`config.mk`:
```
export PLATFORM = sky130hd
export DESIGN_NAME = led_ring_pattern_generator
export DESIGN_NICKNAME = d
export VERILOG_FILES = /design/src/lrpg_pkg.sv /design/src/led_ring_pattern_generator.sv /design/src/lrpg_front.sv /design/src/lrpg_desc_fifo.sv /design/src/lrpg_back.sv
export SDC_FILE = /design/constraint.sdc
export NUM_CORES = 1
export LEC_CHECK = 0
export BUFFER_PORTS_ARGS = -buffer_cell sky130_fd_sc_hd__buf_2
export CORE_UTILIZATION = 55
export CTS_CLUSTER_SIZE = 8
export DETAILED_ROUTE_END_ITERATION = 10
export GPL_TIMING_DRIVEN = 0
export PLACE_DENSITY = 0.72
export SYNTH_ARGS = -nofsm -noshare
export SYNTH_HDL_FRONTEND = slang
export SYNTH_HIERARCHICAL = 1
export SYNTH_SLANG_ARGS = --single-unit
```
`constraint.sdc`:
```
create_clock -name clk -period 7.4 [get_ports clk]
set_clock_uncertainty 0.15 [all_clocks]
set_input_delay 1.11 -clock clk [delete_from_list [all_inputs] [get_ports clk]]
set_output_delay 1.11 -clock clk [all_outputs]
set_load 0.01 [all_outputs]
```
`src/lrpg_pkg.sv`:
```
// package of the led ring pattern generator: types, codes and sizing constants
// no dependencies; used by every module of the block
`default_nettype none

package lrpg_pkg;

  localparam int PIXELS      = 16;
  localparam int MAX_FRAME   = 16;
  localparam int LEN_TOP     = (PIXELS < MAX_FRAME) ? PIXELS : MAX_FRAME;
  localparam int LEN_W       = 5;
  localparam int POS_W       = 4;
  localparam int ELAPSED_W   = 17;
  localparam int CH_W        = 8;
  localparam int COLOR_W     = 24;
  localparam int INTERVAL_W  = 16;
  localparam int STEP_W      = 8;
  localparam int PROD_W      = CH_W + POS_W;
  localparam int NUM_DOTS    = 4;
  localparam int FIFO_DEPTH  = 2;
  localparam int FIFO_PTR_W  = $clog2(FIFO_DEPTH);
  localparam int FIFO_CNT_W  = $clog2(FIFO_DEPTH + 1);
  localparam int DIV_CNT_W   = $clog2(PROD_W + 1);
  localparam int CFG_IDX_W   = 2;
  localparam int CFG_DATA_W  = 24;

  localparam logic [INTERVAL_W-1:0] INTERVAL_RESET = INTERVAL_W'(500);
  localparam logic [LEN_W-1:0]      RING_LEN_RESET = LEN_W'(16);
  localparam logic [CH_W-1:0]       CHANNEL_MASK   = 8'hFF;

  typedef enum logic [CFG_IDX_W-1:0] {
    REG_PATTERN  = 2'd0,
    REG_COLOR    = 2'd1,
    REG_INTERVAL = 2'd2,
    REG_RING_LEN = 2'd3
  } cfg_index_t;

  typedef enum logic [2:0] {
    PAT_OFF    = 3'd0,
    PAT_ROTATE = 3'd1,
    PAT_FLASH  = 3'd2,
    PAT_FILL   = 3'd3,
    PAT_FADE   = 3'd4,
    PAT_RADAR  = 3'd5,
    PAT_DOUBLE = 3'd6,
    PAT_SCAN   = 3'd7
  } pattern_t;

  typedef struct packed {
    pattern_t                  pattern;
    logic [COLOR_W-1:0]        color;
    logic [INTERVAL_W-1:0]     interval;
    logic [LEN_W-1:0]          ring_length;
  } cfg_regs_t;

  typedef enum logic [1:0] {
    FR_DOTS = 2'd0,
    FR_ALL  = 2'd1,
    FR_FADE = 2'd2
  } frame_kind_t;

  // one frame request handed from the front to the back
  typedef struct packed {
    frame_kind_t                     kind;
    logic [NUM_DOTS-1:0][POS_W-1:0]  dots;
    logic [NUM_DOTS-1:0]             dot_en;
    logic [LEN_W-1:0]                len;
    logic [POS_W-1:0]                pos;
    logic [COLOR_W-1:0]              color;
  } frame_desc_t;

  typedef enum logic [1:0] {
    BK_IDLE = 2'd0,
    BK_DIV  = 2'd1,
    BK_EMIT = 2'd2
  } back_state_t;

endpackage

`default_nettype wire

```
`src/led_ring_pattern_generator.sv`:
```
// top level of the led ring pattern generator: configuration registers,
// front, frame request queue and back; depends on lrpg_pkg, lrpg_front,
// lrpg_desc_fifo and lrpg_back
// usage:
//   input channel: push in_step_ms (elapsed milliseconds) while in_full is low.
//   result channel: one request per pixel of a frame, pixel 0 first, while
//   out_empty is low; out_pop takes it. out_frame_end marks the last pixel.
//   config: cfg_we writes cfg_data into register cfg_index at once
//   (0 pattern, 1 color, 2 interval, 3 ring length); write only while idle.
// timing:
//   the front takes one input request a cycle as long as the frame queue
//   (two entries) has room; a request that fires a frame is queued there.
//   the back loads a queued frame, runs the bit-serial divider for the fade
//   pattern, then emits one pixel a cycle while its output slot is free.
// reset: elapsed time and ring position clear, pattern off, color black,
//   interval 500, ring length 16; queue and output register empty.
// stall: while out_pop is low a waiting result freezes the output register
//   and the back's emit; the queue then fills, in_full rises, nothing is dropped.
`default_nettype none

module led_ring_pattern_generator (
  input  wire                              clk,
  input  wire                              rst_n,
  input  wire                              in_push,
  output logic                             in_full,
  input  wire [lrpg_pkg::STEP_W-1:0]       in_step_ms,
  output logic                             out_empty,
  input  wire                              out_pop,
  output logic [lrpg_pkg::POS_W-1:0]       out_pixel_index,
  output logic [lrpg_pkg::CH_W-1:0]        out_red,
  output logic [lrpg_pkg::CH_W-1:0]        out_green,
  output logic [lrpg_pkg::CH_W-1:0]        out_blue,
  output logic                             out_frame_end,
  input  wire                              cfg_we,
  input  wire [lrpg_pkg::CFG_IDX_W-1:0]    cfg_index,
  input  wire [lrpg_pkg::CFG_DATA_W-1:0]   cfg_data
);
  import lrpg_pkg::*;

  cfg_regs_t    cfg_r;
  frame_desc_t  front_desc, back_desc;
  logic         desc_push, desc_pop, q_full, q_empty;
  logic         item_accept;

  // configuration registers, written straight from the port
  always_ff @(posedge clk) begin
    if (!rst_n) begin
      cfg_r.pattern     <= PAT_OFF;
      cfg_r.color       <= '0;
      cfg_r.interval    <= INTERVAL_RESET;
      cfg_r.ring_length <= RING_LEN_RESET;
    end else if (cfg_we) begin
      unique case (cfg_index_t'(cfg_index))
        REG_PATTERN:  cfg_r.pattern     <= pattern_t'(cfg_data[2:0]);
        REG_COLOR:    cfg_r.color       <= cfg_data[COLOR_W-1:0];
        REG_INTERVAL: cfg_r.interval    <= cfg_data[INTERVAL_W-1:0];
        REG_RING_LEN: cfg_r.ring_length <= cfg_data[LEN_W-1:0];
        default: begin
        end
      endcase
    end
  end

  // input is held off only while the frame queue has no room
  assign in_full     = q_full;
  assign item_accept = in_push && !q_full;

  lrpg_front u_front (
    .clk         (clk),
    .rst_n       (rst_n),
    .item_accept (item_accept),
    .step_ms     (in_step_ms),
    .cfg         (cfg_r),
    .desc_push   (desc_push),
    .desc        (front_desc)
  );

  lrpg_desc_fifo u_queue (
    .clk     (clk),
    .rst_n   (rst_n),
    .push    (desc_push),
    .wr_desc (front_desc),
    .pop     (desc_pop),
    .rd_desc (back_desc),
    .full    (q_full),
    .empty   (q_empty)
  );

  lrpg_back u_back (
    .clk             (clk),
    .rst_n           (rst_n),
    .desc_empty      (q_empty),
    .desc            (back_desc),
    .desc_pop        (desc_pop),
    .out_empty       (out_empty),
    .out_pop         (out_pop),
    .out_pixel_index (out_pixel_index),
    .out_red         (out_red),
    .out_green       (out_green),
    .out_blue        (out_blue),
    .out_frame_end   (out_frame_end)
  );

endmodule

`default_nettype wire

```
`src/lrpg_front.sv`:
```
// front of the led ring pattern generator: time accumulation, frame decision
// and frame request build; depends on lrpg_pkg
`default_nettype none

module lrpg_front (
  input  wire                          clk,
  input  wire                          rst_n,
  input  wire                          item_accept,
  input  wire [lrpg_pkg::STEP_W-1:0]   step_ms,
  input  lrpg_pkg::cfg_regs_t          cfg,
  output logic                         desc_push,
  output lrpg_pkg::frame_desc_t        desc
);
  import lrpg_pkg::*;

  logic [ELAPSED_W-1:0] elapsed_r, elapsed_nxt;
  logic [POS_W-1:0]     position_r, position_nxt;

  logic [ELAPSED_W:0]   sum;
  logic [ELAPSED_W-1:0] sum_sat;
  logic                 fire;
  logic [LEN_W-1:0]     len;
  logic [POS_W-1:0]     half;
  logic [POS_W-1:0]     p;
  logic [POS_W-1:0]     t1;
  logic [POS_W-1:0]     f;
  logic [LEN_W-1:0]     p_inc;

  always_comb begin
    sum     = {1'b0, elapsed_r} + (ELAPSED_W+1)'(step_ms);
    sum_sat = sum[ELAPSED_W] ? {ELAPSED_W{1'b1}} : sum[ELAPSED_W-1:0];
    fire    = (cfg.interval != '0) && (sum_sat > ELAPSED_W'(cfg.interval));

    if (cfg.ring_length < LEN_W'(2)) begin
      len = LEN_W'(2);
    end else if (cfg.ring_length > LEN_W'(LEN_TOP)) begin
      len = LEN_W'(LEN_TOP);
    end else begin
      len = cfg.ring_length;
    end
    half = len[LEN_W-1:1];
    p    = ({1'b0, position_r} >= len) ? '0 : position_r;

    // p < 2*half+1, so two reductions give p mod half
    t1 = (p >= half) ? p - half : p;
    f  = (t1 >= half) ? t1 - half : t1;

    p_inc = {1'b0, p} + LEN_W'(1);
  end

  always_comb begin
    desc.kind   = FR_DOTS;
    desc.dots   = '0;
    desc.dot_en = '0;
    desc.len    = len;
    desc.pos    = p;
    desc.color  = cfg.color;
    unique case (cfg.pattern)
      PAT_OFF: begin
      end
      PAT_ROTATE: begin
        desc.dots[0]   = p;
        desc.dot_en[0] = 1'b1;
      end
      PAT_FLASH: begin
        if (!p[0]) desc.kind = FR_ALL;
      end
      PAT_FILL: begin
        desc.kind = FR_ALL;
      end
      PAT_FADE: begin
        desc.kind = FR_FADE;
      end
      PAT_RADAR: begin
        desc.dots[0] = f;
        desc.dots[1] = half - f;
        desc.dots[2] = POS_W'(len - LEN_W'(f));
        desc.dots[3] = half + f;
        desc.dot_en  = {1'b1, (f != '0), 2'b11};
      end
      PAT_DOUBLE: begin
        desc.dots[0] = f;
        desc.dots[1] = f + half;
        desc.dot_en  = 4'b0011;
      end
      PAT_SCAN: begin
        desc.dots[0] = p;
        desc.dots[1] = POS_W'(len - LEN_W'(p));
        desc.dot_en  = {2'b00, (p != '0), 1'b1};
      end
      default: begin
      end
    endcase
  end

  always_comb begin
    elapsed_nxt  = elapsed_r;
    position_nxt = position_r;
    desc_push    = 1'b0;
    if (item_accept) begin
      if (fire) begin
        elapsed_nxt  = '0;
        position_nxt = (p_inc >= len) ? '0 : p_inc[POS_W-1:0];
        desc_push    = 1'b1;
      end else begin
        elapsed_nxt = sum_sat;
      end
    end
  end

  always_ff @(posedge clk) begin
    if (!rst_n) begin
      elapsed_r  <= '0;
      position_r <= '0;
    end else begin
      elapsed_r  <= elapsed_nxt;
      position_r <= position_nxt;
    end
  end

endmodule

`default_nettype wire

```
`src/lrpg_desc_fifo.sv`:
```
// short queue of frame requests between front and back
// depends on lrpg_pkg
`default_nettype none

module lrpg_desc_fifo (
  input  wire                     clk,
  input  wire                     rst_n,
  input  wire                     push,
  input  lrpg_pkg::frame_desc_t   wr_desc,
  input  wire                     pop,
  output lrpg_pkg::frame_desc_t   rd_desc,
  output logic                    full,
  output logic                    empty
);
  import lrpg_pkg::*;

  frame_desc_t             entry_r [FIFO_DEPTH];
  logic [FIFO_PTR_W-1:0]   wr_ptr_r, rd_ptr_r;
  logic [FIFO_CNT_W-1:0]   count_r;
  logic                    do_push, do_pop;

  assign full    = (count_r == FIFO_CNT_W'(FIFO_DEPTH));
  assign empty   = (count_r == '0);
  assign do_push = push && !full;
  assign do_pop  = pop && !empty;
  assign rd_desc = entry_r[rd_ptr_r];

  always_ff @(posedge clk) begin
    if (do_push) entry_r[wr_ptr_r] <= wr_desc;
  end

  always_ff @(posedge clk) begin
    if (!rst_n) begin
      wr_ptr_r <= '0;
      rd_ptr_r <= '0;
      count_r  <= '0;
    end else begin
      if (do_push) begin
        wr_ptr_r <= (wr_ptr_r == FIFO_PTR_W'(FIFO_DEPTH - 1)) ? '0 : wr_ptr_r + 1'b1;
      end
      if (do_pop) begin
        rd_ptr_r <= (rd_ptr_r == FIFO_PTR_W'(FIFO_DEPTH - 1)) ? '0 : rd_ptr_r + 1'b1;
      end
      case ({do_push, do_pop})
        2'b10:   count_r <= count_r + 1'b1;
        2'b01:   count_r <= count_r - 1'b1;
        default: count_r <= count_r;
      endcase
    end
  end

endmodule

`default_nettype wire

```
`src/lrpg_back.sv`:
```
// back of the led ring pattern generator: fade division and per-pixel emit
// into the output register; depends on lrpg_pkg
`default_nettype none

module lrpg_back (
  input  wire                          clk,
  input  wire                          rst_n,
  input  wire                          desc_empty,
  input  lrpg_pkg::frame_desc_t        desc,
  output logic                         desc_pop,
  output logic                         out_empty,
  input  wire                          out_pop,
  output logic [lrpg_pkg::POS_W-1:0]   out_pixel_index,
  output logic [lrpg_pkg::CH_W-1:0]    out_red,
  output logic [lrpg_pkg::CH_W-1:0]    out_green,
  output logic [lrpg_pkg::CH_W-1:0]    out_blue,
  output logic                         out_frame_end
);
  import lrpg_pkg::*;

  back_state_t          state_r, state_nxt;
  frame_desc_t          cur_r;
  logic [PROD_W-1:0]    dvd_r [3];
  logic [LEN_W-1:0]     rem_r [3];
  logic [DIV_CNT_W-1:0] div_cnt_r;
  logic [POS_W-1:0]     pix_r;
  logic                 out_valid_r;

  logic                 load, div_step, emit, last_pix, slot_free, lit;
  logic [CH_W-1:0]      ch_in [3];
  logic [CH_W-1:0]      ch_val [3];
  logic [LEN_W:0]       rem_sh [3];
  logic                 ge [3];

  assign slot_free = !out_valid_r || out_pop;
  assign last_pix  = ({1'b0, pix_r} == cur_r.len - LEN_W'(1));
  assign out_empty = !out_valid_r;

  assign ch_in[0] = desc.color[23:16] & CHANNEL_MASK;
  assign ch_in[1] = desc.color[15:8]  & CHANNEL_MASK;
  assign ch_in[2] = desc.color[7:0]   & CHANNEL_MASK;

  always_comb begin
    lit = (cur_r.kind == FR_ALL) || (cur_r.kind == FR_FADE);
    for (int k = 0; k < NUM_DOTS; k++) begin
      if (cur_r.dot_en[k] && (cur_r.dots[k] == pix_r)) lit = 1'b1;
    end
    for (int c = 0; c < 3; c++) begin
      rem_sh[c] = {rem_r[c], dvd_r[c][PROD_W-1]};
      ge[c]     = (rem_sh[c] >= {1'b0, cur_r.len});
    end
    if (cur_r.kind == FR_FADE) begin
      for (int c = 0; c < 3; c++) ch_val[c] = dvd_r[c][CH_W-1:0];
    end else begin
      ch_val[0] = cur_r.color[23:16];
      ch_val[1] = cur_r.color[15:8];
      ch_val[2] = cur_r.color[7:0];
    end
  end

  always_comb begin
    state_nxt = state_r;
    desc_pop  = 1'b0;
    load      = 1'b0;
    div_step  = 1'b0;
    emit      = 1'b0;
    unique case (state_r)
      BK_IDLE: begin
        if (!desc_empty) begin
          desc_pop  = 1'b1;
          load      = 1'b1;
          state_nxt = (desc.kind == FR_FADE) ? BK_DIV : BK_EMIT;
        end
      end
      BK_DIV: begin
        div_step = 1'b1;
        if (div_cnt_r == DIV_CNT_W'(PROD_W - 1)) state_nxt = BK_EMIT;
      end
      BK_EMIT: begin
        if (slot_free) begin
          emit = 1'b1;
          if (last_pix) state_nxt = BK_IDLE;
        end
      end
      default: state_nxt = BK_IDLE;
    endcase
  end

  always_ff @(posedge clk) begin
    if (!rst_n) begin
      state_r     <= BK_IDLE;
      out_valid_r <= 1'b0;
    end else begin
      state_r <= state_nxt;
      if (emit) begin
        out_valid_r <= 1'b1;
      end else if (out_pop) begin
        out_valid_r <= 1'b0;
      end
    end
  end

  // datapath: load products, restoring division one bit a cycle, pixel walk
  always_ff @(posedge clk) begin
    if (load) begin
      cur_r     <= desc;
      div_cnt_r <= '0;
      pix_r     <= '0;
      for (int c = 0; c < 3; c++) begin
        dvd_r[c] <= PROD_W'(ch_in[c]) * PROD_W'(desc.pos);
        rem_r[c] <= '0;
      end
    end else if (div_step) begin
      div_cnt_r <= div_cnt_r + 1'b1;
      for (int c = 0; c < 3; c++) begin
        rem_r[c] <= ge[c] ? LEN_W'(rem_sh[c] - {1'b0, cur_r.len}) : LEN_W'(rem_sh[c]);
        dvd_r[c] <= {dvd_r[c][PROD_W-2:0], ge[c]};
      end
    end else if (emit) begin
      pix_r <= pix_r + 1'b1;
    end
  end

  always_ff @(posedge clk) begin
    if (emit) begin
      out_pixel_index <= pix_r;
      out_red         <= lit ? ch_val[0] : '0;
      out_green       <= lit ? ch_val[1] : '0;
      out_blue        <= lit ? ch_val[2] : '0;
      out_frame_end   <= last_pix;
    end
  end

endmodule

`default_nettype wire

```
## Yosys cells after proc, flatten, opt, wreduce, memory -nomap -nowiden

Memories as Yosys holds them, arrays and structs flattened. A register that Yosys moved wholly into a read port is not among the register bits.
Index checks and enable logic that the tools add are counted.

| cells by class | value |
|---|---|
| $add $sub $neg | 18 |
| multipliers | 3 |
| magnitude comparators | 10 |
| eq/ne operators | 28 |
| muxes and demuxes | 56 |
| bitwise gates (word level) | 7 |
| reduce and logical (&&, ||, !) cells | 31 |

Operators by type and width:

| operator | number |
|---|---|
| two-way mux 5 bit | 8 |
| multiplier 8 x 4 -> 12 bit | 3 |
| two-way mux 12 bit | 3 |
| two-way mux 17 bit | 2 |
| two-way mux 1 bit | 26 |
| two-way mux 24 bit | 1 |
| subtractor 4 bit | 5 |
| adder 17 x 8 -> 18 bit | 1 |
| greater-or-equal comparator 6 x 5 -> 1 bit | 3 |
| > comparator 17 x 16 -> 1 bit | 1 |
| equality test 4 bit | 4 |
| two-way mux 4 bit | 4 |
| nonzero test 16 bit | 1 |
| subtractor 5 bit | 3 |
| equality test 2 bit, second input constant | 7 |
| equality test 3 bit, second input constant | 4 |
| case mux 2 bit (3 select lines) | 2 |
| case mux 4 bit (3 select lines) | 1 |
| AND reduction 2 bit | 6 |
| two-way mux 2 bit | 5 |
| case mux 3 bit (3 select lines) | 1 |
| adder 4 x 1 -> 4 bit, second input constant | 2 |
| equality test 2 x 1 -> 1 bit, second input constant | 4 |
| greater-or-equal comparator 4 bit | 2 |
| 30 further kinds | 54 |

| word-level totals | value |
|---|---|
| bits in registers | 164 |
| memory bits (writable) | 161 |
| bits of input ports | 39 |
| output and inout bits | 31 |
| logic and storage cells | 182 |
| memories | 3 |

Memory list:

| memory | depth | width | read ports | clocked after memory_dff | wr ports | RTL line | RTL |
|---|---|---|---|---|---|---|---|
| u_queue.entry_r | 2 | 55 | 1 | 1 | 1 | lrpg_desc_fifo.sv:17 | `frame_desc_t entry_r [FIFO_DEPTH];` |
| u_back.dvd_r | 3 | 12 | 3 | 0 | 3 | lrpg_back.sv:23 | `logic [PROD_W-1:0] dvd_r [3];` |
| u_back.rem_r | 3 | 5 | 3 | 0 | 3 | lrpg_back.sv:24 | `logic [LEN_W-1:0] rem_r [3];` |

## Logic depth before layout (Yosys ltp)

Gate-level depths: netlist (run 1).

| logic depth | value |
|---|---|
| depth in word-level cells | 11 |
| gate-level depth with buffers | 31 |
| depth with buffers taken out | 29 |

## Modules after synthesis

Netlist (run 1), hierarchy kept.

Modules (own cells, without submodules):

| module | times used | cells an instance | area an instance (µm²) | sequential area each (µm²) |
|---|---|---|---|---|
| lrpg_back | 1 | 836 | 9126.3 | 4154.0 |
| lrpg_desc_fifo | 1 | 197 | 4189.0 | 3403.3 |
| lrpg_front | 1 | 450 | 3468.3 | 420.4 |
| led_ring_pattern_generator | 1 | 196 | 1896.8 | 960.9 |

## Least setup slack after synthesis (run 1)

OpenSTA, ideal clock, no wires.

| timing path | value |
|---|---|
| path kind | register to register |
| from | reg cfg_r[4] in the netlist's numbering |
| to | mem u_queue/entry_r[0][44] in the netlist's numbering, data pin |
| library setup time | 0.275 ns |
| arrival | 6.304 ns |
| data required time | 6.975 ns |
| slack | 0.671 ns |
| cell stages (with the launch flop) | 30 |
| path buffers | 2 |
| period minus slack after synthesis | 6.729 ns |
| path through | dfxtp_1 -> clkbuf_1 -> clkinv_1 -> o311ai_0 -> inv_1 -> ha_1 -> nor2b_1 -> o21ai_1 -> a21oi_1 -> inv_1 -> ha_1 -> inv_1 -> fa_1 -> a21o_1 -> a21bo_1 -> nand2_1 -> o21ai_0 -> ha_1 -> fa_1 -> a31oi_1 -> or2_2 -> clkbuf_1 -> mux2i_1 -> ha_1 -> a21o_1 -> a21oi_1 -> xnor2_1 -> nor3_1 -> a211oi_1 -> o211ai_1 |

RTL lines:

| item | RTL line | RTL |
|---|---|---|
| start: declaration | led_ring_pattern_generator.sv:40 | `cfg_regs_t cfg_r;` |
| end: declaration | lrpg_desc_fifo.sv:17 |  |

==> impl_results.md, run 1 <==
* Total wire length at 39460 um
* Wire per inst at 17.35 um
* Pleak at 8.750 nW
* Post-synth top cells: edfxtp_1 (241), nand2_1 (183), inv_1 (125)
* Crit Path Max Fanout at 10
* Syn. warnings at 6
* Synth Cell Area at 18680 um^2
* Initial Util at 0.5585
* Startpoint types: flip-flop
* Cell Int Power at 0.003417 W
* Synth unique cells at 74
* HPWL after DPL at 28350 um
* Min cycle time layout at 6.944 ns
* Worst min path class: reg2reg
* Yosys top cell by area: edfxtp_1
* Setup tns final at 0 ns
* Yosys top cell area share at 0.3874
* Post-synth EDFFs at 241
* Sequential Power Share at 0.462
* Worst EP arrival at 7.06 ns
* Max stage delay on crit path at 0.47 ns
* CP endpoint kind: flip-flop
* GRT overflow at 0
* Die Ht at 186.3 um
* Max Fclk at 144.0 MHz
* Storage cell area at 8940 um^2
* DR vias/cell at 5.564
* Multi-input gate area at 8793 um^2
* Required @ worst endpoint at 7.51 ns
* Power density over the cells at 211.8 nW/um^2
* Syn Area/Cell at 11.13 um^2
* H-tree levels at 2
* Outcome: finished, final reports clean
* Initial DRC count at 775
* Post-Syn Instances at 1679
* Fillers at 2598
* # setup viols final at 0
* Clock power frac at 0.438
* P&R area growth vs syn at 12.81%
* CTS root buf: clkbuf_16
* Clock Latency Late Sink at 0.56 ns
* CTS tree: done
* Total iterations of the first detailed-routing run at 5
* Most numerous cell in the Yosys netlist: edfxtp_1
* Clock-pin slew on the worst setup and hold paths at 0.05 ns
* Syn Nets at 1887
* Cell area after placement at 19640 um^2
* Final Hold Vio Count at 0
* Global-route wire length before repair at 63690 um
* Final nets at 2005
* Min Hold Slack at 0.3074 ns
* Switch Pwr at 0.001047 W
* I/O pins at 70
* Synth Register Bits at 326
* # diodes at 0
* Cell Rows at 67
* RSZ-0062 raised after global routing: no
* Share of cells above drive strength 1 at 0.1462
* Main area contributors after synthesis: edfxtp_1 (39%), dfxtp_1 (9.1%), ha_1 (8.2%)
* Max-cap violations at 0
* Peak supply drop at 0.1427 mV
* Sequential area share after synthesis at 0.4785
* Async set-reset flop share out of synthesis at 0
* Crit Path Category: reg2reg
* GPL Wtd Cong at 0.9052
* Vias after detailed routing at 12650
* Number of global-route vias before repair at 12560
* CTS Hold Buffers Added at 0
* Switching share of power at 0.2346
* Core area at 33450 um^2
* Die ar. at 34710 um^2
* Slew @ Worst Pin at 1.284 ns
* CTS buffer count at 47
* Gr usage total at 0.2351
* Max stage delay cell, worst path: fa_1
* Main synth FF type: edfxtp_1
* PnR Total Power at 0.004464 W
* Largest net degree at the start of global routing at 62
* Fin crit share at 0.9384
* Initial antenna violation count at 0
* Worst rel slew slack at 0.1442
* Final instance area at 21070 um^2
* Post-route ant nets at 0
* Clock Sinks at 326
* Part of the power in combinational logic at 0.099
* Fin util at 0.6300
* Worst-case clock buffer depth at 3
* Max-slew violation count at 0
* Post-route DRC at 0
* Port-buffer cells at 66
* Die width at 186.3 um
## sequential cells by signal, indices dropped and copies added (netlist names), 2 cells and up, named ones only
register                cells
u_back/out_red              8
u_front/position_r          4
u_front/elapsed_r          17
u_back/div_cnt_r            4
u_queue/count_r             2
u_back/out_blue             8
u_back/pix_r                4
u_back/out_pixel_index      4
u_back/dvd_r               36
u_back/state_r              2
u_queue/entry_r           110
u_back/cur_r               51
u_back/rem_r               15
cfg_r                      48
u_back/out_green            8
## critical path: cells and delay by family (launching register included)
| kind | cells | cell delay, ns |
|---|---|---|
| buffers and inverters | 6 | 1.25 |
| adders and majority gates | 5 | 1.79 |
| and+or+nand+nor | 6 | 0.57 |
| muxes | 1 | 0.31 |
| AOI/OAI and AO/OA | 9 | 1.84 |
| xor gates and xnor gates | 2 | 0.29 |
| DFF | 1 | 0.44 |
## worst paths after layout
check | start | slack, ns | depth (start not counted) | end
setup / recovery | cfg_r[4] | 0.46 | 29 | u_queue/entry_r[1][48]
hold / removal | cfg_r[22] | 0.31 | 2 | cfg_r[22]
setup reg to reg | cfg_r[4] | 0.46 | 29 | u_queue/entry_r[1][48]
hold reg to reg | cfg_r[22] | 0.31 | 2 | cfg_r[22]
## layer usage
layer / GRT usage / vias up / routed length [um]
met5: 0 / - / 0
met4: 0.09246 / 0 / 1150
met3: 0.03154 / 87 / 1956
met2: 0.3901 / 360 / 18330
li1: - / 6162 / -
met1: 0.3130 / 6043 / 18020
## through the flow
| stage | instances | setup WS [ns] |
|---|---|---|
| 3_3_place_gp | 2193 | -1.041 |
| 5_1_grt | 2274 | 0.07172 |
| 4_1_cts | 2274 | 0.1098 |
| 2_1_floorplan | 1679 | 0.6714 |
| 3_5_place_dp | 2196 | -1.189 |
| 6_report | 2274 | 0.4556 |
## what timing repair did
item	in CTS	in global routing
setup endpoints to repair	26	10
resized for setup	10	6
setup buffers	1	0
## kinds of logic after synthesis
group	Yosys count	synth area share
mux	131	0.07401
buf+inv	216	0.05445
fa+ha+maj	169	0.1317
flops	326	0.4785
compound gates	283	0.1006
simple gates	479	0.1256
xor+xnor	75	0.03516
## final cells by class
class                           instances  area share
Clock buffer                           74     0.06211
Tap cell                              448     0.02660
Clock inverter                          4    0.002791
Multi-Input combinational cell       1137      0.4173
Buffer                                 87     0.02547
Inverter                              128     0.02286
Sequential cell                       326      0.4242
Timing Repair Buffer                   70     0.01864
## power groups by stage
stage          registers [W]  clock network [W]  logic (W)
2_1_floorplan        0.00209                  0   0.000324
3_3_place_gp         0.00210                  0   0.000420
3_5_place_dp         0.00210                  0   0.000436
4_1_cts              0.00206            0.00200   0.000442
5_1_grt              0.00207            0.00207   0.000492
6_report             0.00206            0.00196   0.000442
## cells in the final DEF, fill, tap and decap left out, types with 15 or more instances in the layout
master,instances
nand2_1,183
ha_1,123
mux2i_1,71
o21a_1,20
edfxtp_1,241
inv_1,124
clkbuf_1,55
mux2_2,57
buf_2,84
fa_1,46
nor2b_1,24
and2_1,81
xnor2_1,35
nor2_1,88
clkbuf_16,48
nor3_1,15
buf_4,27
a21oi_1,55
dfxtp_1,84
xor2_1,40
nand3_1,23
a22o_1,17
o21ai_0,73
a21o_1,15
No activity file was read; power rests on OpenSTA's default activity.
==> run 2: changes to the inputs <==
- RECOVER_POWER: default -> 50
==> run 2 against run 1 <==
Compared with the run above: the flow now finishes with violations (max-capacitance violations, max-slew violations); sequential power about the same; sequential cell count unchanged; final area down 0.65%; power down 0.27%; global-route usage unchanged; routed wire length about the same; final cell count unchanged; highest routed layer unchanged; non-clock buffer count unchanged; first-iteration DRC count up 8.1%; register-to-register slack worse by 0.08 ns; critical path depth down 1; maximum frequency down 1.1%.
==> impl_results.md, run 2 (synthesis gave the netlist of run 1 again) <==
* Outcome: finished, violations left
* Failing checks: max-capacitance violations, max-slew violations
* Share of cells above drive strength 1 at 0.1035
* Post-route ant nets at 0
* Gr usage total at 0.2351
* RSZ-0062 raised after global routing: no
* Initial DRC count at 838
* Top delay family on crit path: compound AO/OA/AOI/OAI gates
* PnR Total Power at 0.004452 W
* Setup tns final at 0 ns
* Final Hold Vio Count at 0
* Die width at 186.3 um
* Clock Latency Late Sink at 0.56 ns
* GRT overflow at 0
* Initial antenna violation count at 0
* Vias after detailed routing at 12600
* Max stage delay cell, worst path: fa_1
* CP endpoint kind: flip-flop
* Min cycle time layout at 7.023 ns
* Fin crit share at 0.9491
* CTS buffer count at 47
* Number of global-route vias before repair at 12560
* Power density over the cells at 212.6 nW/um^2
* Max Fclk at 142.4 MHz
* Commonest non-fill, non-tap cell in the layout: edfxtp_1
* Startpoint types: flip-flop
* Pleak at 8.589 nW
* CTS root buf: clkbuf_16
* Largest net degree at the start of global routing at 62
* GR Util met1 at 0.3130
* Max-slew violation count at 84
* Biggest regs: u_queue/entry_r (110), u_back/cur_r (51), cfg_r (48)
* Fin util at 0.6259
* GPL Wtd Cong at 0.9052
* GRT Max-Usage Layer: met2
* Port-buffer cells at 66
* Worst rel slew slack at -1.341
* Clock-pin slew on the worst setup and hold paths at 0.05 ns
* Cell Rows at 67
* M3 GR Usage at 0.03154
* P&R area growth vs syn at 12.07%
* Initial Util at 0.5585
* Worst EP arrival at 7.13 ns
* PnR worst setup slack at 0.3765 ns
* Worst min path class: reg2reg
* Crit Path Category: reg2reg
* CTS tree: done
* Worst-case clock buffer depth at 3
* Post-route DRC at 0
* GR Util met2 at 0.3901
* Final nets at 2005
* Slew @ Worst Pin at 3.512 ns
* Global-route wire length before repair at 63690 um
* Max stage delay on crit path at 0.47 ns
* Peak supply drop at 0.1414 mV
* Total wire length at 39480 um
* Die Ht at 186.3 um
* Most frequent cells in the layout: edfxtp_1 (241), nand2_1 (183), inv_1 (124)
* Buffer and inverter count on the worst path at 4
* Most flop-heavy register: u_queue/entry_r
* Dpl ws at -1.189 ns
* Crit Path Max Fanout at 10
* # setup viols final at 0
* Clock Sinks at 326
* Die ar. at 34710 um^2
* # diodes at 0
* Wire per inst at 17.36 um
* Required @ worst endpoint at 7.50 ns
* Core area at 33450 um^2
* I/O pins at 70
* Max reg flops at 110
* Total iterations of the first detailed-routing run at 5
* Max-cap violations at 3
* HPWL after DPL at 28350 um
* DR vias/cell at 5.539
* H-tree levels at 2
run 2: cell types whose count changed in the layout (fill, tap and decap cells not counted), sizes merged:
cell    before  now
buf        126   59
clkbuf     105  172
run 2: per-stage QoR:
stage / hold slack, ns / cells / instance area, um^2
floorplan: 0.2809 / 1679 / 18680
global placement: 0.2867 / 2193 / 19570
detailed placement: 0.2999 / 2196 / 19640
CTS: 0.3116 / 2274 / 21050
global route: 0.3123 / 2274 / 20940
finish: 0.2922 / 2274 / 20940
run 2: per-layer routing:
metal  share of wire  up-vias
met3           0.048       70
li1                -     6167
met4           0.026        0
met5               0        -
met2            0.47      343
met1            0.46     6016
run 2: where the power goes:
part / internal, W / switching, W / total [W]
sequential: 0.00203 / 0.0000358 / 0.00207
combinational: 0.000176 / 0.000255 / 0.000430
clock: 0.00120 / 0.000753 / 0.00196
run 2: area by class of cell:
cell class | count | area (um^2)
clock inverters | 4 | 58.81
fillers | 2632 | 12510
multi-input cells | 1137 | 8761
plain buffers | 87 | 481.7
clock buffers | 74 | 1309
flip-flops and latches | 326 | 8940
well taps | 448 | 560.5
inverters | 128 | 481.7
repair buffers | 70 | 342.8
run 2: what timing repair did:
| action | CTS | global route |
|---|---|---|
| resized for setup | 10 | 6 |
| endpoints found under the setup margin | 26 | 10 |
| pin swaps | 0 | 0 |
| setup buffers | 1 | 0 |
| endpoints found under the hold margin | 0 | 0 |
| hold buffers | 0 | 0 |
run 2: worst paths after layout:
kind	start	to	slack (ns)	depth (start not counted)
max	cfg_r[4]	u_queue/entry_r[1][44]	0.38	28
min	u_back/pix_r[2]	u_back/out_pixel_index[2]	0.29	0
max reg2reg	cfg_r[4]	u_queue/entry_r[1][44]	0.38	28
min reg2reg	u_back/pix_r[2]	u_back/out_pixel_index[2]	0.29	0
